File: src/hdl/plc_pkg.sv
// Package for the pump level controller: constants, register indexes
// and the duty table lookup. No dependencies.
package plc_pkg;

   localparam int NUM_LEVELS = 10;

   localparam int TEMP_W  = 21;
   localparam int CRIT_W  = 13;
   localparam int LEVEL_W = 4;
   localparam int DUTY_W  = 8;
   localparam int CNT_W   = 3;
   localparam int CSR_IDX_W  = 2;
   localparam int CSR_DATA_W = 64;
   localparam int TBL_LO_W   = 64;
   localparam int TBL_HI_W   = 16;
   // compare width, one bit above the sample so margin sums cannot wrap
   localparam int CMP_W = TEMP_W + 1;

   localparam logic signed [TEMP_W-1:0] LIMIT_POS = TEMP_W'(1000000);
   localparam logic signed [TEMP_W-1:0] LIMIT_NEG = -TEMP_W'(1000000);
   localparam logic signed [TEMP_W-1:0] SUBST_TEMP = TEMP_W'(9999);
   localparam logic signed [TEMP_W-1:0] LAST_TEMP_RST = TEMP_W'(2000);
   localparam logic signed [CMP_W-1:0]  MARGIN = CMP_W'(20);
   localparam logic [CNT_W-1:0]   EVAL_LAST = CNT_W'(5);

   localparam logic [CRIT_W-1:0]   CRIT_RST   = CRIT_W'(2000);
   localparam logic [TBL_LO_W-1:0] TBL_LO_RST = 64'h3232_3232_3232_3232;
   localparam logic [TBL_HI_W-1:0] TBL_HI_RST = 16'h3232;

   localparam logic [LEVEL_W-1:0] LEVEL_TOP = LEVEL_W'(NUM_LEVELS - 1);

   typedef enum logic [CSR_IDX_W-1:0] {
      CSR_CRITICAL_TEMP   = 2'd0,
      CSR_DUTY_TABLE_LOW  = 2'd1,
      CSR_DUTY_TABLE_HIGH = 2'd2
   } csr_index_type;

   // duty byte of a level; levels past the table read as zero
   function automatic logic [DUTY_W-1:0] duty_of(input logic [LEVEL_W-1:0] lv,
                                                  input logic [TBL_LO_W-1:0] lo,
                                                  input logic [TBL_HI_W-1:0] hi);
      logic [DUTY_W-1:0] d;
      if (lv < LEVEL_W'(8)) begin
         d = lo[lv[2:0]*DUTY_W +: DUTY_W];
      end else if (lv < LEVEL_W'(10)) begin
         d = hi[lv[0]*DUTY_W +: DUTY_W];
      end else begin
         d = '0;
      end
      return d;
   endfunction

endpackage

File: src/hdl/pump_level_controller_core.sv
// Pump level controller core: input stage, level decision, result register.
// Depends on plc_pkg.
//
//   channel | ports                              | direction
//   --------+------------------------------------+----------
//   req     | req_valid/ready, req_temp_sample   | in
//   rsp     | rsp_valid/ready, pwm_duty, level,  | out
//           | evaluated, shown_temp              |
//   csr     | csr_valid/ready, index, data       | in
//
// One beat per cycle sustained while rsp is not stalled; a sample reaches rsp
// through the input register, then the result register. The level decision sits
// between those registers and updates the controller state as the result
// is loaded, so the next sample sees it at once. Synchronous reset restores
// the state and register defaults. A stalled rsp holds both stages; req_ready
// drops only when both are full and rsp is not taken. csr is always ready.
module pump_level_controller_core (
   input  logic clock,
   input  logic reset,

   input  logic req_valid,
   output logic req_ready,
   input  logic signed [plc_pkg::TEMP_W-1:0] req_temp_sample,

   output logic rsp_valid,
   input  logic rsp_ready,
   output logic [plc_pkg::DUTY_W-1:0]         rsp_pwm_duty,
   output logic [plc_pkg::LEVEL_W-1:0]        rsp_drive_level,
   output logic                               rsp_evaluated,
   output logic signed [plc_pkg::TEMP_W-1:0]  rsp_shown_temp,

   input  logic csr_valid,
   output logic csr_ready,
   input  logic [plc_pkg::CSR_IDX_W-1:0]  csr_index,
   input  logic [plc_pkg::CSR_DATA_W-1:0] csr_data
);

   // configuration
   logic [plc_pkg::CRIT_W-1:0]   crit_ff;
   logic [plc_pkg::TBL_LO_W-1:0] tbl_lo_ff;
   logic [plc_pkg::TBL_HI_W-1:0] tbl_hi_ff;

   // controller state
   logic [plc_pkg::CNT_W-1:0]          count_ff, count_in;
   logic signed [plc_pkg::TEMP_W-1:0]  last_ff, last_in;
   logic                               above_ff, above_in;
   logic [plc_pkg::LEVEL_W-1:0]        level_ff, level_in;

   // input stage
   logic                               s1_valid_ff, s1_valid_in;
   logic signed [plc_pkg::TEMP_W-1:0]  s1_temp_ff;

   // result stage
   logic                               out_valid_ff, out_valid_in;
   logic [plc_pkg::DUTY_W-1:0]         out_duty_ff;
   logic [plc_pkg::LEVEL_W-1:0]        out_level_ff;
   logic                               out_eval_ff;
   logic signed [plc_pkg::TEMP_W-1:0]  out_temp_ff;

   logic advance;   // input stage moves into the result register
   logic take_req;
   logic signed [plc_pkg::TEMP_W-1:0] cur;
   logic signed [plc_pkg::CMP_W-1:0]  cur_x, prev_x, crit_x;
   logic eval;

   assign csr_ready = 1'b1;

   assign advance   = s1_valid_ff && (!out_valid_ff || rsp_ready);
   assign req_ready = !s1_valid_ff || advance;
   assign take_req  = req_valid && req_ready;

   assign s1_valid_in  = take_req || (s1_valid_ff && !advance);
   assign out_valid_in = advance || (out_valid_ff && !rsp_ready);

   // decision logic
   always_comb begin
      // out-of-range samples show and compare as 99.99 degrees
      if (s1_temp_ff > plc_pkg::LIMIT_POS || s1_temp_ff < plc_pkg::LIMIT_NEG) begin
         cur = plc_pkg::SUBST_TEMP;
      end else begin
         cur = s1_temp_ff;
      end
      cur_x  = plc_pkg::CMP_W'(cur);
      prev_x = plc_pkg::CMP_W'(last_ff);
      crit_x = signed'({{(plc_pkg::CMP_W-plc_pkg::CRIT_W){1'b0}}, crit_ff});

      eval     = (count_ff == plc_pkg::EVAL_LAST);
      count_in = eval ? '0 : count_ff + plc_pkg::CNT_W'(1);
      level_in = level_ff;
      above_in = above_ff;
      last_in  = cur;

      if (eval) begin
         if (cur_x > crit_x) begin
            // step up unless falling fast; top level holds
            if (cur_x >= prev_x - plc_pkg::MARGIN && level_ff != plc_pkg::LEVEL_TOP) begin
               level_in = level_ff + plc_pkg::LEVEL_W'(1);
            end
            above_in = 1'b1;
         end else begin
            if (above_ff) begin
               level_in = level_ff >> 1;   // just dropped below: halve
            end else if (cur_x <= prev_x + plc_pkg::MARGIN && level_ff != '0) begin
               level_in = level_ff - plc_pkg::LEVEL_W'(1);
            end
            above_in = 1'b0;
         end
      end
   end

   always_ff @(posedge clock) begin
      if (reset) begin
         crit_ff   <= plc_pkg::CRIT_RST;
         tbl_lo_ff <= plc_pkg::TBL_LO_RST;
         tbl_hi_ff <= plc_pkg::TBL_HI_RST;
      end else if (csr_valid && csr_ready) begin
         case (csr_index)
            plc_pkg::CSR_CRITICAL_TEMP:   crit_ff   <= csr_data[plc_pkg::CRIT_W-1:0];
            plc_pkg::CSR_DUTY_TABLE_LOW:  tbl_lo_ff <= csr_data[plc_pkg::TBL_LO_W-1:0];
            plc_pkg::CSR_DUTY_TABLE_HIGH: tbl_hi_ff <= csr_data[plc_pkg::TBL_HI_W-1:0];
            default: ;   // unmapped index: write dropped
         endcase
      end
   end

   always_ff @(posedge clock) begin
      if (reset) begin
         count_ff     <= '0;
         last_ff      <= plc_pkg::LAST_TEMP_RST;
         above_ff     <= 1'b0;
         level_ff     <= '0;
         s1_valid_ff  <= 1'b0;
         out_valid_ff <= 1'b0;
      end else begin
         s1_valid_ff  <= s1_valid_in;
         out_valid_ff <= out_valid_in;
         if (advance) begin
            count_ff <= count_in;
            last_ff  <= last_in;
            above_ff <= above_in;
            level_ff <= level_in;
         end
      end
   end

   // payload registers
   always_ff @(posedge clock) begin
      if (take_req) begin
         s1_temp_ff <= req_temp_sample;
      end
      if (advance) begin
         out_duty_ff  <= plc_pkg::duty_of(level_in, tbl_lo_ff, tbl_hi_ff);
         out_level_ff <= level_in;
         out_eval_ff  <= eval;
         out_temp_ff  <= cur;
      end
   end

   assign rsp_valid       = out_valid_ff;
   assign rsp_pwm_duty    = out_duty_ff;
   assign rsp_drive_level = out_level_ff;
   assign rsp_evaluated   = out_eval_ff;
   assign rsp_shown_temp  = out_temp_ff;

endmodule

File: config.mk
export PLATFORM = sky130hd
export DESIGN_NAME = pump_level_controller_core
export DESIGN_NICKNAME = d
export VERILOG_FILES = /design/src/hdl/plc_pkg.sv /design/src/hdl/pump_level_controller_core.sv
export SDC_FILE = /design/constraint.sdc
export NUM_CORES = 1
export LEC_CHECK = 0
export ABC_AREA = 1
export BUFFER_PORTS_ARGS = -buffer_cell sky130_fd_sc_hd__clkbuf_2
export CAP_MARGIN = 20
export CORE_MARGIN = 2
export CORE_UTILIZATION = 57
export DETAILED_ROUTE_END_ITERATION = 12
export PLACE_DENSITY_LB_ADDON = 0.08
export SLEW_MARGIN = 10
export SYNTH_ARGS = -nofsm -noshare
export SYNTH_HDL_FRONTEND = slang
export SYNTH_SLANG_ARGS = --single-unit
File: constraint.sdc
create_clock -name clock -period 5 [get_ports clock]
set_clock_uncertainty 0.2 [all_clocks]
set_input_delay 0.5 -clock clock [delete_from_list [all_inputs] [get_ports clock]]
set_output_delay 0.5 -clock clock [all_outputs]
set_load 0.02 [all_outputs]
# == Word level (Yosys, flattened, before mapping) ==
# Index checks and enable logic that the tools add are counted.
# op_classes
add_sub_neg,5
magnitude_cmp,7
eq_ne,4
shift,2
n_mux,10
n_reduce_logical,21
# op_table
operator,count
$shiftx 64x7->8,1
$add 21x6->22 const B,1
$ge 21x22->1,1
$le 21x22->1,1
$sub 21x6->22 const B,1
$gt 21x14->1,1
$gt 21x21->1 const B,1
$lt 21x21->1 const B,1
$mux 21,1
$mux 4,5
$mux 8,2
$shiftx 16x5->8,1
$lt 4x4->1 const B,2
$reduce_and 2->1,4
$logic_and 1x1->1,6
$logic_or 1x1->1,5
$add 4x1->4 const B,1
$logic_not 1->1,4
$ne 4x4->1 const B,1
$reduce_bool 4->1,1
$sub 4x1->4 const B,1
$add 3x1->3 const B,1
$eq 3x3->1 const B,1
$mux 3,1
4 further kinds,4
# word_totals
register_bits,179
inputBits,92
output_inout_bits,37
elab_cells,63

# == Logic depth before layout (Yosys ltp) ==
# Gate-level depths: netlist of the first run.
# depth
ltp_word,12
mapped_depth,39
mapped_depth_nobuf,38

# == Worst setup path after synthesis of the first run ==
# Ideal clock, no wire load.
# synth_path
path_type,reg2reg
from,register last_ff[2] in the netlist's numbering
to,"register out_duty_ff (netlist bit rsp_pwm_duty[2]), data pin"
setup_time_ps,253
t_arrival_ps,4005
required_ps,4547
slack_ps,541
path_stages_with_launch,37
path_buffers,1
period_less_slack_ps,4459
path_cell_list,dfxtp_1 -> inv_1 -> ha_1 -> or2_2 -> nand2_1 -> nor3_1 -> nand3_1 -> nor3_1 -> inv_1 -> nor3_1 -> inv_1 -> nor2_1 -> nand3_1 -> nor3_1 -> xor2_1 -> ha_1 -> nand2_1 -> a21oi_1 -> a211oi_1 -> nand2_1 -> nand2_1 -> nand3_1 -> nand3_1 -> nand2_1 -> nor2_1 -> nor2_2 -> nand2_2 -> nand2_4 -> buf_6 -> nand2_1 -> nand2_1 -> nand2_1 -> nand2_1 -> inv_1 -> nand2_1 -> nand2_1 -> nand2_1
# synth_via
elab_chain_cells,10
elab_cells_between_ends,17
cone_classes,2 x add/sub; 4 x order compare; 2 x shift; 7 x mux; 2 x reduce/logical
# synth_lines
element,line,source
"start, declared",pump_level_controller_core.sv:45,"logic signed [plc_pkg::TEMP_W-1:0] last_ff, last_in;"
"start signal, assigned",pump_level_controller_core.sv:129,last_ff <= plc_pkg::LAST_TEMP_RST;
"start signal, assigned",pump_level_controller_core.sv:139,last_ff <= last_in;
$add 21x6->22,pump_level_controller_core.sv:103,end else if (cur_x <= prev_x + plc_pkg::MARGIN && level_ff != '0) begin
$le 21x22->1,pump_level_controller_core.sv:103,
$logic_and 1x1->1,pump_level_controller_core.sv:103,
$mux 4,pump_level_controller_core.sv:103,
$mux 4,pump_level_controller_core.sv:101,if (above_ff) begin
$mux 4 (*),pump_level_controller_core.sv:94,if (cur_x > crit_x) begin
$mux 4 (*),pump_level_controller_core.sv:93,if (eval) begin
"parallel branches: the longest is 2 deep, another holds $shiftx 64x7->8",--,
$mux 8 (*),plc_pkg.sv:43,if (lv < LEVEL_W'(8)) begin
"end signal, assigned",pump_level_controller_core.sv:152,"out_duty_ff <= plc_pkg::duty_of(level_in, tbl_lo_ff, tbl_hi_ff);"
"end, declared",pump_level_controller_core.sv:55,logic [plc_pkg::DUTY_W-1:0] out_duty_ff;
# Mark *: on every way between the ends.
# A chain may end at the register's enable or synchronous reset.

# == Final worst setup path of the first run ==
# layout_path
from,register last_ff[2] in the netlist's numbering
to,"register out_duty_ff (netlist bit rsp_pwm_duty[3]), data pin"
# Same word-level chain as after synthesis.

==> metrics.md, run 1 <==
| Metric | Value |
|---|---|
| Area post-placement | `10500 µm²` |
| Crit path arrival time | `4860 ps` |
| Initial antenna violation count | `0` |
| CTS Buf Count | `17` |
| DIE HEIGHT | `134 µm` |
| # nets final | `1537` |
| Yosys top cell by area | `dfxtp_1` |
| Max incr delay on CP | `350 ps` |
| Synth top area cells | `dfxtp_1 (26%), edfxtp_1 (17%), nand2_1 (11%)` |
| Starting Density | `57.9%` |
| RSZ-0062 raised after global routing | `true` |
| Static leakage | `5.41 nW` |
| Clk buf depth | `2` |
| Share of the synthesized area in the top cell type | `25.9%` |
| Critical Path RT | `5000 ps` |
| Detailed Place HPWL | `17400 µm` |
| Synth Area per Inst | `7.62 µm²` |
| Count leader, synth | `nand2_1` |
| Final Hold Viols | `0` |
| Top cells by count, synth | `nand2_1 (290), inv_1 (136), dfxtp_1 (124)` |
| Area Growth Syn to Fin | `20.0%` |
| Share of cells above drive strength 1 | `20.1%` |
| Core area | `16500 µm²` |
| Die area | `17900 µm²` |
| Seq/Total Area, Yosys | `43.2%` |
| Fmax | `0.206 GHz` |
| Synthesis-stage register bit count | `179` |
| CTS H-tree depth | `4` |
| ANT cells | `0` |
| CP Capture Type | `register` |
| Setup Viol. Count Final | `0` |
| Via Count | `8833` |
| Hold Path Class | `input pin to register` |
| DRC Markers | `0` |
| Final non-filler cell total | `1622` |
| Period utilization | `97.2%` |
| Crit path time final | `4860 ps` |
| Post-synth EDFFs | `55` |
| Top Ports | `129` |
| TritonCTS clock tree | `built` |
| Most used DFF post-synth | `dfxtp_1` |
| Pre-antenna DRT Iters | `6` |
| Syn Nets | `1404` |
| Routability Congestion | `0.902` |
| Post-route cell area | `11500 µm²` |
| Worst path slowest cell | `dfxtp_2` |
| First-pass GRT wire length | `38400 µm` |
| Global Route Usage Sum | `27.1%` |
| Root buf cell | `clkbuf_16` |
| Syn Inst Count | `1256` |
| Fill cell count | `1441` |
| Initial drt markers | `766` |
| DRT Wirelength | `24700 µm` |
| Clock latency on the worst-skew pair | `440 ps` |
| DR vias/cell | `5.45` |
| PortBufs | `127` |
| Outcome | `finished clean` |
| Post-DR wirelength/cell | `15.3 µm` |
| Vias in the first global route | `7723` |
| IR drop worst, VDD | `0.258 mV` |
| Site Rows | `47` |
| CTS clk-pin slew, worst paths | `80 ps` |
| Worst Max-Slew Pin Slew | `1000 ps` |
| Grt total ovfl | `0` |
| Crit path top cell by count | `nand2_1` |
| Rel. slew slack | `33.0%` |
| Yosys warns | `0` |
| Power per cell area | `311 nW/µm²` |
| Cell Count Post-Placement | `1579` |
| Crit-path max FO | `6` |
| Mapped cell area | `9580 µm²` |
| Largest net degree at the start of global routing | `73` |
| Worst setup SP type | `register` |
| Max Cap Violations | `0` |
| Yosys cell types | `43` |
| Final slew viol count | `0` |
| Detail Route Antenna Nets | `0` |
| Kind of critical path | `register to register` |
| Async SR Flop Fraction | `0%` |
| # clock sinks | `179` |
| Chip width | `134 µm` |
[through the flow]
step	hold WS (ps)	TNS [ps]	util (%)	setup WS (ps)	total power [W]
CTS	12.1	0	67.4	3.90	0.00354
global route	6.49	-1460	69.6	-205	0.00372
finish	23.1	0	69.6	140	0.00357
floorplan	220	0	-	541	0.00200
detailed placement	239	-576	63.5	-90.5	0.00217
global placement	242	0	63.5	109	0.00215
[power breakdown]
| part | internal [W] | leakage (nW) | total [W] | switching, W |
|---|---|---|---|---|
| sequential | 0.00158 | 1.54 | 0.00163 | 0.0000506 |
| combinational | 0.000213 | 3.56 | 0.000555 | 0.000342 |
| clock | 0.000693 | 0.301 | 0.00139 | 0.000694 |
[final timing paths]
kind                      startpoint         endpoint  slack (ps)  cells after the start
hold / removal    req_temp_sample[3]    s1_temp_ff[3]          20                      1
setup / recovery          last_ff[2]  rsp_pwm_duty[3]         140                     36
setup reg to reg          last_ff[2]  rsp_pwm_duty[3]         140                     36
hold reg to reg        tbl_lo_ff[22]    tbl_lo_ff[22]         260                      2
[sequential cells by signal (all words and copies together) (netlist names), 4 cells and up]
name             cells
tbl_lo_ff           64
last_ff             21
rsp_shown_temp      21
s1_temp_ff          21
tbl_hi_ff           16
crit_ff             13
rsp_pwm_duty         8
level_ff             4
rsp_drive_level      4
[cell families after synthesis]
group           share of synthesized area [%]
simple gates                             26.5
compound gates                           11.7
buf+inv                                  8.41
flops                                    43.2
fa+ha+maj                                7.32
xor+xnor                                 2.84
other cells                            0.0392
[layer usage]
| layer | track usage (%) | up-vias | share of wire [%] |
|---|---|---|---|
| met1 | 40.8 | 4071 | 46 |
| met4 | 6.03 | 0 | 1.1 |
| met3 | 5.59 | 27 | 8.5 |
| met5 | 0 | - | 0 |
| met2 | 40.0 | 314 | 44 |
| li1 | - | 4421 | - |
[critical path, delay by kind of cell (launching register included)]
family                   cells  cell delay (ps)
AND/OR/NAND/NOR             26             2730
XOR/XNOR                     1              180
AO/OA/AOI/OAI                2              280
flip-flops                   1              350
buffers and inverters        5              470
adder cells (fa/ha/maj)      2              400
[cell type report]
class	count	area, µm²	area share, %
Tap cell	220	275	2.39
Multi-Input combinational cell	877	4860	42.3
Clock buffer	17	425	3.70
Sequential cell	179	4140	36.0
Inverter	142	536	4.66
Timing Repair Buffer	172	1070	9.31
Clock inverter	15	194	1.69
[layout by cell type, fill, tap and decap left out, types with 4 or more instances in the layout]
master	Yosys	routed
nor2_1	115	107
o21ai_0	85	83
nor3_1	15	9
clkbuf_2	0	127
inv_2	6	10
nand3_2	3	7
nand3b_1	14	14
buf_12	0	4
xnor2_1	6	6
nand2_2	3	18
inv_1	136	131
a21oi_1	79	77
xor2_1	25	25
inv_8	0	4
buf_4	5	37
o211ai_1	22	22
nand4_1	11	11
or2_2	5	4
nand2_1	290	274
nor2_2	2	8
inv_12	0	4
dfxtp_1	124	121
nor3_2	0	4
ha_1	56	54
clkbuf_16	0	19
edfxtp_1	55	55
nand3_1	116	110
[timing repair]
item,4_1_cts,5_1_grt
pin swaps,0,22
setup buffers,0,7
endpoints found under the hold margin,0,0
gates cloned,0,2
resized for setup,3,62
hold buffers,0,0
setup endpoints to repair,10,15
Note: power is estimated with default switching activity, not from simulation.
==> run 2, diff against run 1 <==
--- a/config.mk
+++ b/config.mk
@@ -9,7 +9,7 @@
 export BUFFER_PORTS_ARGS = -buffer_cell sky130_fd_sc_hd__clkbuf_2
 export CAP_MARGIN = 20
 export CORE_MARGIN = 2
-export CORE_UTILIZATION = 57
+export CORE_UTILIZATION = 53
 export DETAILED_ROUTE_END_ITERATION = 12
 export PLACE_DENSITY_LB_ADDON = 0.08
 export SLEW_MARGIN = 10
==> constraint.sdc (replaced) <==
create_clock -name clock -period 4.1 [get_ports clock]
set_clock_uncertainty 0.2 [all_clocks]
set_input_delay 0.41 -clock clock [delete_from_list [all_inputs] [get_ports clock]]
set_output_delay 0.41 -clock clock [all_outputs]
set_load 0.02 [all_outputs]
==> run 2 against run 1 <==
The run now ends with negative hold slack, negative setup slack left; non-clock buffer count increased by 170; global-route usage increased by 1.9 points; sequential share of layout area decreased by 4.7 points.
==> metrics.md, run 2 (synthesis gave the netlist of run 1 again) <==
| Metric | Value |
|---|---|
| TritonCTS clock tree | `built` |
| Fill cell count | `1405 (-2.5%)` |
| Max FFs per register | `64 (unchanged)` |
| Top routing layer used | `met4` |
| Detail Route Antenna Nets | `0 (unchanged)` |
| Setup Viol. Count Final | `16 (+16)` |
| Detailed Place HPWL | `18900 µm (+8.6%)` |
| Routability Congestion | `0.960 (+6.5%)` |
| Rel. slew slack | `44.5% (+12 points)` |
| DIE HEIGHT | `138 µm (+3.6%)` |
| Most flop-heavy register | `tbl_lo_ff` |
| Worst path slowest cell | `edfxtp_1` |
| RSZ-0062 raised after global routing | `true` |
| FF-to-FF End | `rsp_pwm_duty[7]` |
| Worst setup path endpoint | `rsp_pwm_duty[7]` |
| Commonest non-fill, non-tap cell in the layout | `nand2_1` |
| Core area | `17800 µm² (+8.0%)` |
| Share of cells above drive strength 1 | `26.8% (+6.7 points)` |
| Commonest cells after routing, fill and taps aside | `nand2_1 (273), buf_4 (141), inv_1 (129)` |
| Routed length on met2 | `12700 µm (+16%)` |
| Vias in the first global route | `9075 (+18%)` |
| Period utilization | `114% (+17 points)` |
| PortBufs | `127 (unchanged)` |
| Critical path depth | `31 (-14%)` |
| Fmax | `0.215 GHz (+4.2%)` |
| Post-route cell area | `13200 µm² (+15%)` |
| DRC Markers | `0 (unchanged)` |
| Grt total ovfl | `0 (unchanged)` |
| Worst R2R Setup Slack | `-560 ps (-700 ps)` |
| Failing checks | `negative hold slack, negative setup slack` |
| CTS Buf Count | `17 (unchanged)` |
| Worst setup SP type | `register` |
| Met3 routed WL | `1990 µm (-5.0%)` |
| Area post-placement | `11400 µm² (+8.9%)` |
| Utilization after layout | `74.1% (+4.5 points)` |
| Crit path arrival time | `4670 ps (-190 ps)` |
| Clock latency on the worst-skew pair | `450 ps (about the same)` |
| Crit path from | `s1_temp_ff[0]` |
| Crit path max-delay family | `simple AND/OR/NAND/NOR gates` |
| Crit path time final | `4660 ps (-198 ps)` |
| DR vias/cell | `5.30 (-2.7%)` |
| Hold Path Class | `input pin to register` |
| Final Hold Viols | `1 (+1)` |
| Root buf cell | `clkbuf_16` |
| Die area | `19200 µm² (+7.3%)` |
| Clk buf depth | `2 (unchanged)` |
| Initial drt markers | `751 (-2.0%)` |
| ANT cells | `0 (unchanged)` |
| Starting Density | `53.7% (-4.3 points)` |
| Kind of critical path | `register to register` |
| Crit-path max FO | `7 (+1)` |
| Area Growth Syn to Fin | `38.1%` |
| Critical Path RT | `4110 ps (-890 ps)` |
| First-pass GRT wire length | `45200 µm (+18%)` |
| Worst Max-Slew Pin Slew | `831 ps (-170 ps)` |
| IR drop worst, VDD | `0.328 mV (+27%)` |
| Worst reg2reg startpoint | `s1_temp_ff[0]` |
| Site Rows | `49 (+4.3%)` |
| Static leakage | `6.28 nW (+16%)` |
| Outcome | `finished, violations left` |
| Power per cell area | `347 nW/µm² (+12%)` |
| Crit path top cell by count | `nand2_1` |
| WP buf/inv | `5 (unchanged)` |
| Max Cap Violations | `0 (unchanged)` |
| Via Count | `9544 (+8.0%)` |
| Global Route Usage Sum | `29.0% (+1.9 points)` |
| Max incr delay on CP | `390 ps (+40 ps)` |
| Final slew viol count | `0 (unchanged)` |
| Post-DR wirelength/cell | `15.5 µm (+1.8%)` |
| Pre-antenna DRT Iters | `5 (-1)` |
| R2R depth | `31 (-14%)` |
| Fin worst setup slack | `-562 ps (-702 ps)` |
| Final non-filler cell total | `1801 (+11%)` |
| WL met1 | `12800 µm (+12%)` |
| CTS clk-pin slew, worst paths | `80 ps (about the same)` |
| DRT Wirelength | `28000 µm (+13%)` |
| Final Hold Slack | `-0.715 ps (-23.8 ps)` |
| CP Capture Type | `register` |
| Chip width | `138 µm (+3.6%)` |
| Cell Count Post-Placement | `1698 (+7.5%)` |
| CTS H-tree depth | `4 (unchanged)` |
| # nets final | `1707 (+11%)` |
| Initial antenna violation count | `0 (unchanged)` |
| # clock sinks | `179 (unchanged)` |
| Largest net degree at the start of global routing | `73 (unchanged)` |
| Top Ports | `129 (unchanged)` |
==> run 2: final cells by class <==
| type | instances | area (µm²) | area share [%] |
|---|---|---|---|
| clock buffers | 17 | 425 | 3.22 |
| clock inverters | 15 | 215 | 1.63 |
| inverters | 142 | 533 | 4.03 |
| multi-input cells | 877 | 5030 | 38.1 |
| well taps | 229 | 287 | 2.17 |
| repair buffers | 342 | 2590 | 19.6 |
| flip-flops and latches | 179 | 4140 | 31.3 |
==> run 2: layer usage <==
layer	vias to the layer above	track usage [%]
met5	-	0
met1	4399	41.2
met4	0	6.82
met3	46	5.51
li1	4759	-
met2	340	46.0
==> run 2: worst min-delay path by stage <==
stage | slack (ps) | from | cells after the start | to
2_1_floorplan | 220 | tbl_lo_ff[25] | 2 | tbl_lo_ff[25]
3_3_place_gp | 230 | tbl_lo_ff[9] | 2 | tbl_lo_ff[9]
3_5_place_dp | 240 | tbl_lo_ff[9] | 2 | tbl_lo_ff[9]
4_1_cts | 3 | csr_data[52] | 3 | tbl_lo_ff[52]
5_1_grt | 10 | csr_data[61] | 3 | tbl_lo_ff[61]
6_report | -0.7 | csr_data[52] | 3 | tbl_lo_ff[52]
==> run 2: metrics by stage <==
| stage | setup slack, ps | total power [W] | TNS, ps | hold slack, ps |
|---|---|---|---|---|
| global placement | -474 | 0.00275 | -4220 | 231 |
| detailed placement | -530 | 0.00276 | -5180 | 242 |
| global route | -873 | 0.00479 | -11450 | 10.6 |
| CTS | -415 | 0.00457 | -4020 | 2.66 |
| floorplan | 2.58 | 0.00244 | 0 | 220 |
| finish | -562 | 0.00459 | -5630 | -0.715 |
==> run 2: worst reg2reg max path: cells and delay by family, from the launching register on <==
kind	cells	cell delay (ps)
AND/OR/NAND/NOR	24	2900
buffers and inverters	5	520
flip-flops	1	390
adder cells (fa/ha/maj)	1	280
AO/OA/AOI/OAI	1	130
==> run 2: what timing repair did <==
action	in CTS	in global routing
endpoints found under the setup margin	16	16
gates cloned	5	2
resized for setup	51	43
endpoints found under the hold margin	51	0
pin swaps	10	12
buffers inserted	8	6
hold buffers	50	0
==> run 2: report_power, final <==
group          leakage, nW  switching [W]  internal [W]  total, W
registers             1.54      0.0000523       0.00192   0.00198
clock network        0.310       0.000886      0.000858   0.00174
logic                 4.43       0.000477      0.000388  0.000865
total                 6.28        0.00141       0.00317   0.00459
==> run 3, diff against run 2 <==
--- a/config.mk
+++ b/config.mk
@@ -7,9 +7,9 @@
 export LEC_CHECK = 0
 export ABC_AREA = 1
 export BUFFER_PORTS_ARGS = -buffer_cell sky130_fd_sc_hd__clkbuf_2
-export CAP_MARGIN = 20
+export CAP_MARGIN = 25
 export CORE_MARGIN = 2
-export CORE_UTILIZATION = 53
+export CORE_UTILIZATION = 45
 export DETAILED_ROUTE_END_ITERATION = 12
 export PLACE_DENSITY_LB_ADDON = 0.08
 export SLEW_MARGIN = 10
==> run 3 against run 2 <==
The run ends with negative setup slack left; final cell count up 2.4%; largest power group unchanged; non-clock buffer count down 5; flip-flop and latch count unchanged; fmax up 1.4%; combinational power down 2%; register-to-register slack better by 60 ps; critical path type unchanged; clock power down 3%.
==> metrics.md, run 3 (synthesis gave the netlist of run 1 again) <==
| Metric | Value |
|---|---|
| Outcome | `finished, violations left` |
| Failing checks | `negative setup slack` |
| Core area | `21000 µm² (+17%)` |
| Power per cell area | `345 nW/µm² (-0.64%)` |
| Global Route Usage Sum | `25.4% (-3.6 points)` |
| Site Rows | `53 (+8.2%)` |
| Max Cap Violations | `0 (unchanged)` |
| Max incr delay on CP | `420 ps (+30 ps)` |
| Area post-placement | `11500 µm² (+0.31%)` |
| Pre-antenna DRT Iters | `5 (unchanged)` |
| Utilization after layout | `62.5% (-12 points)` |
| Post-route cell area | `13100 µm² (-0.86%)` |
| Final Hold Viols | `0 (-1)` |
| Critical Path RT | `4100 ps (about the same)` |
| Area Growth Syn to Fin | `36.9%` |
| Share of cells above drive strength 1 | `26.8% (about the same)` |
| Starting Density | `45.7% (-8.0 points)` |
| CP Capture Type | `register` |
| CTS clk-pin slew, worst paths | `70 ps (about the same)` |
| CTS Buf Count | `17 (unchanged)` |
| Clk buf depth | `2 (unchanged)` |
| Die area | `22500 µm² (+17%)` |
| Detailed Place HPWL | `19900 µm (+5.1%)` |
| DIE HEIGHT | `150 µm (+8.3%)` |
| Worst Max-Slew Pin Slew | `810 ps (-21.2 ps)` |
| Worst setup SP type | `register` |
| ANT cells | `0 (unchanged)` |
| Crit-path max FO | `8 (+1)` |
| Root buf cell | `clkbuf_16` |
| PortBufs | `127 (unchanged)` |
| Initial drt markers | `634 (-16%)` |
| Most flop-heavy register | `tbl_lo_ff` |
| Period utilization | `112% (-1.5 points)` |
| Commonest non-fill, non-tap cell in the layout | `nand2_1` |
| Detail Route Antenna Nets | `0 (unchanged)` |
| Fill cell count | `1936 (+38%)` |
| Post-DR wirelength/cell | `15.5 µm (-0.33%)` |
| Crit path time final | `4600 ps (-62.9 ps)` |
| Clock latency on the worst-skew pair | `440 ps (about the same)` |
| RSZ-0062 raised after global routing | `true` |
| Hold Path Class | `input pin to register` |
| Largest net degree at the start of global routing | `69 (-5.5%)` |
| First-pass GRT wire length | `44800 µm (-0.96%)` |
| Setup Viol. Count Final | `15 (-1)` |
| CTS H-tree depth | `4 (unchanged)` |
| Chip width | `150 µm (+8.3%)` |
| Commonest cells after routing, fill and taps aside | `nand2_1 (276), buf_4 (149), inv_1 (129)` |
| # clock sinks | `179 (unchanged)` |
| Crit path top cell by count | `nand2_1` |
| Worst R2R Setup Slack | `-500 ps (+60 ps)` |
| Via Count | `9451 (-0.97%)` |
| Crit path arrival time | `4600 ps (-70 ps)` |
| Fmax | `0.217 GHz (+1.4%)` |
| Grt total ovfl | `0 (unchanged)` |
| Max FFs per register | `64 (unchanged)` |
| # nets final | `1704 (-0.18%)` |
| IR drop worst, VDD | `0.250 mV (-24%)` |
| Static leakage | `6.24 nW (-0.59%)` |
| DRC Markers | `0 (unchanged)` |
| Vias in the first global route | `8731 (-3.8%)` |
| Routability Congestion | `0.889 (-7.5%)` |
| Kind of critical path | `register to register` |
| TritonCTS clock tree | `built` |
| DRT Wirelength | `28600 µm (+2.1%)` |
| Worst path slowest cell | `edfxtp_1` |
| Final slew viol count | `0 (unchanged)` |
| DR vias/cell | `5.13 (-3.3%)` |
| Rel. slew slack | `45.9% (+1.4 points)` |
| Fin worst setup slack | `-499 ps (+62.9 ps)` |
| Initial antenna violation count | `0 (unchanged)` |
| Top Ports | `129 (unchanged)` |
-- run 3: cell type report --
class	instances	area [µm²]	share of cell area [%]
multi-input cells	878	4990	38.1
flip-flops and latches	179	4140	31.6
repair buffers	337	2480	18.9
inverters	142	541	4.12
clock buffers	18	450	3.44
well taps	275	344	2.63
clock inverters	14	156	1.19
repair inverters	1	8.76	0.0668
-- run 3: stage by stage --
step	TNS, ps	power [W]	hold slack [ps]	setup slack (ps)	instances
after floorplan	0	0.00244	220	2.58	1256
after global placement	-5660	0.00275	241	-573	1740
after detailed placement	-6390	0.00276	245	-622	1741
after CTS	-3310	0.00452	1.74	-403	1838
after global routing	-9510	0.00473	24.6	-806	1844
final	-5140	0.00452	10.5	-499	1844
-- run 3: final timing paths --
check,to,from,cells past startpoint
worst min-delay path,tbl_lo_ff[45],csr_data[45],3
worst max register to register,rsp_pwm_duty[3],s1_temp_ff[3],34
worst min register to register,tbl_lo_ff[42],tbl_lo_ff[42],2
worst max-delay path,rsp_pwm_duty[3],s1_temp_ff[3],34
-- run 3: routing by layer --
layer	vias up	share of wire, %	GRT usage [%]
met1	4396	48	36.6
met5	-	0	0
met2	292	45	39.8
li1	4737	-	-
met4	0	1.0	5.24
met3	26	6.1	4.88
-- run 3: critical path, delay by kind of cell (launching register included) --
kind | cells | cell delay, ps
compound gates | 3 | 480
fa+ha+maj | 1 | 310
buf+inv | 3 | 250
flops | 1 | 420
simple gates | 27 | 2680
-- run 3: what timing repair did --
item / CTS / global route
buffers inserted: 16 / 3
endpoints found under the setup margin: 16 / 16
gates cloned: 2 / 3
hold buffers: 47 / 0
pin swaps: 13 / 10
hold endpoints to repair: 47 / 0
resized for setup: 54 / 35
-- run 3: report_power, final --
group | total, W | internal (W) | leakage (nW) | switching (W)
Clock | 0.00169 | 0.000903 | 0.300 | 0.000788
Combinational | 0.000851 | 0.000373 | 4.40 | 0.000478
Sequential | 0.00198 | 0.00193 | 1.54 | 0.0000502
Total | 0.00452 | 0.00320 | 6.24 | 0.00132
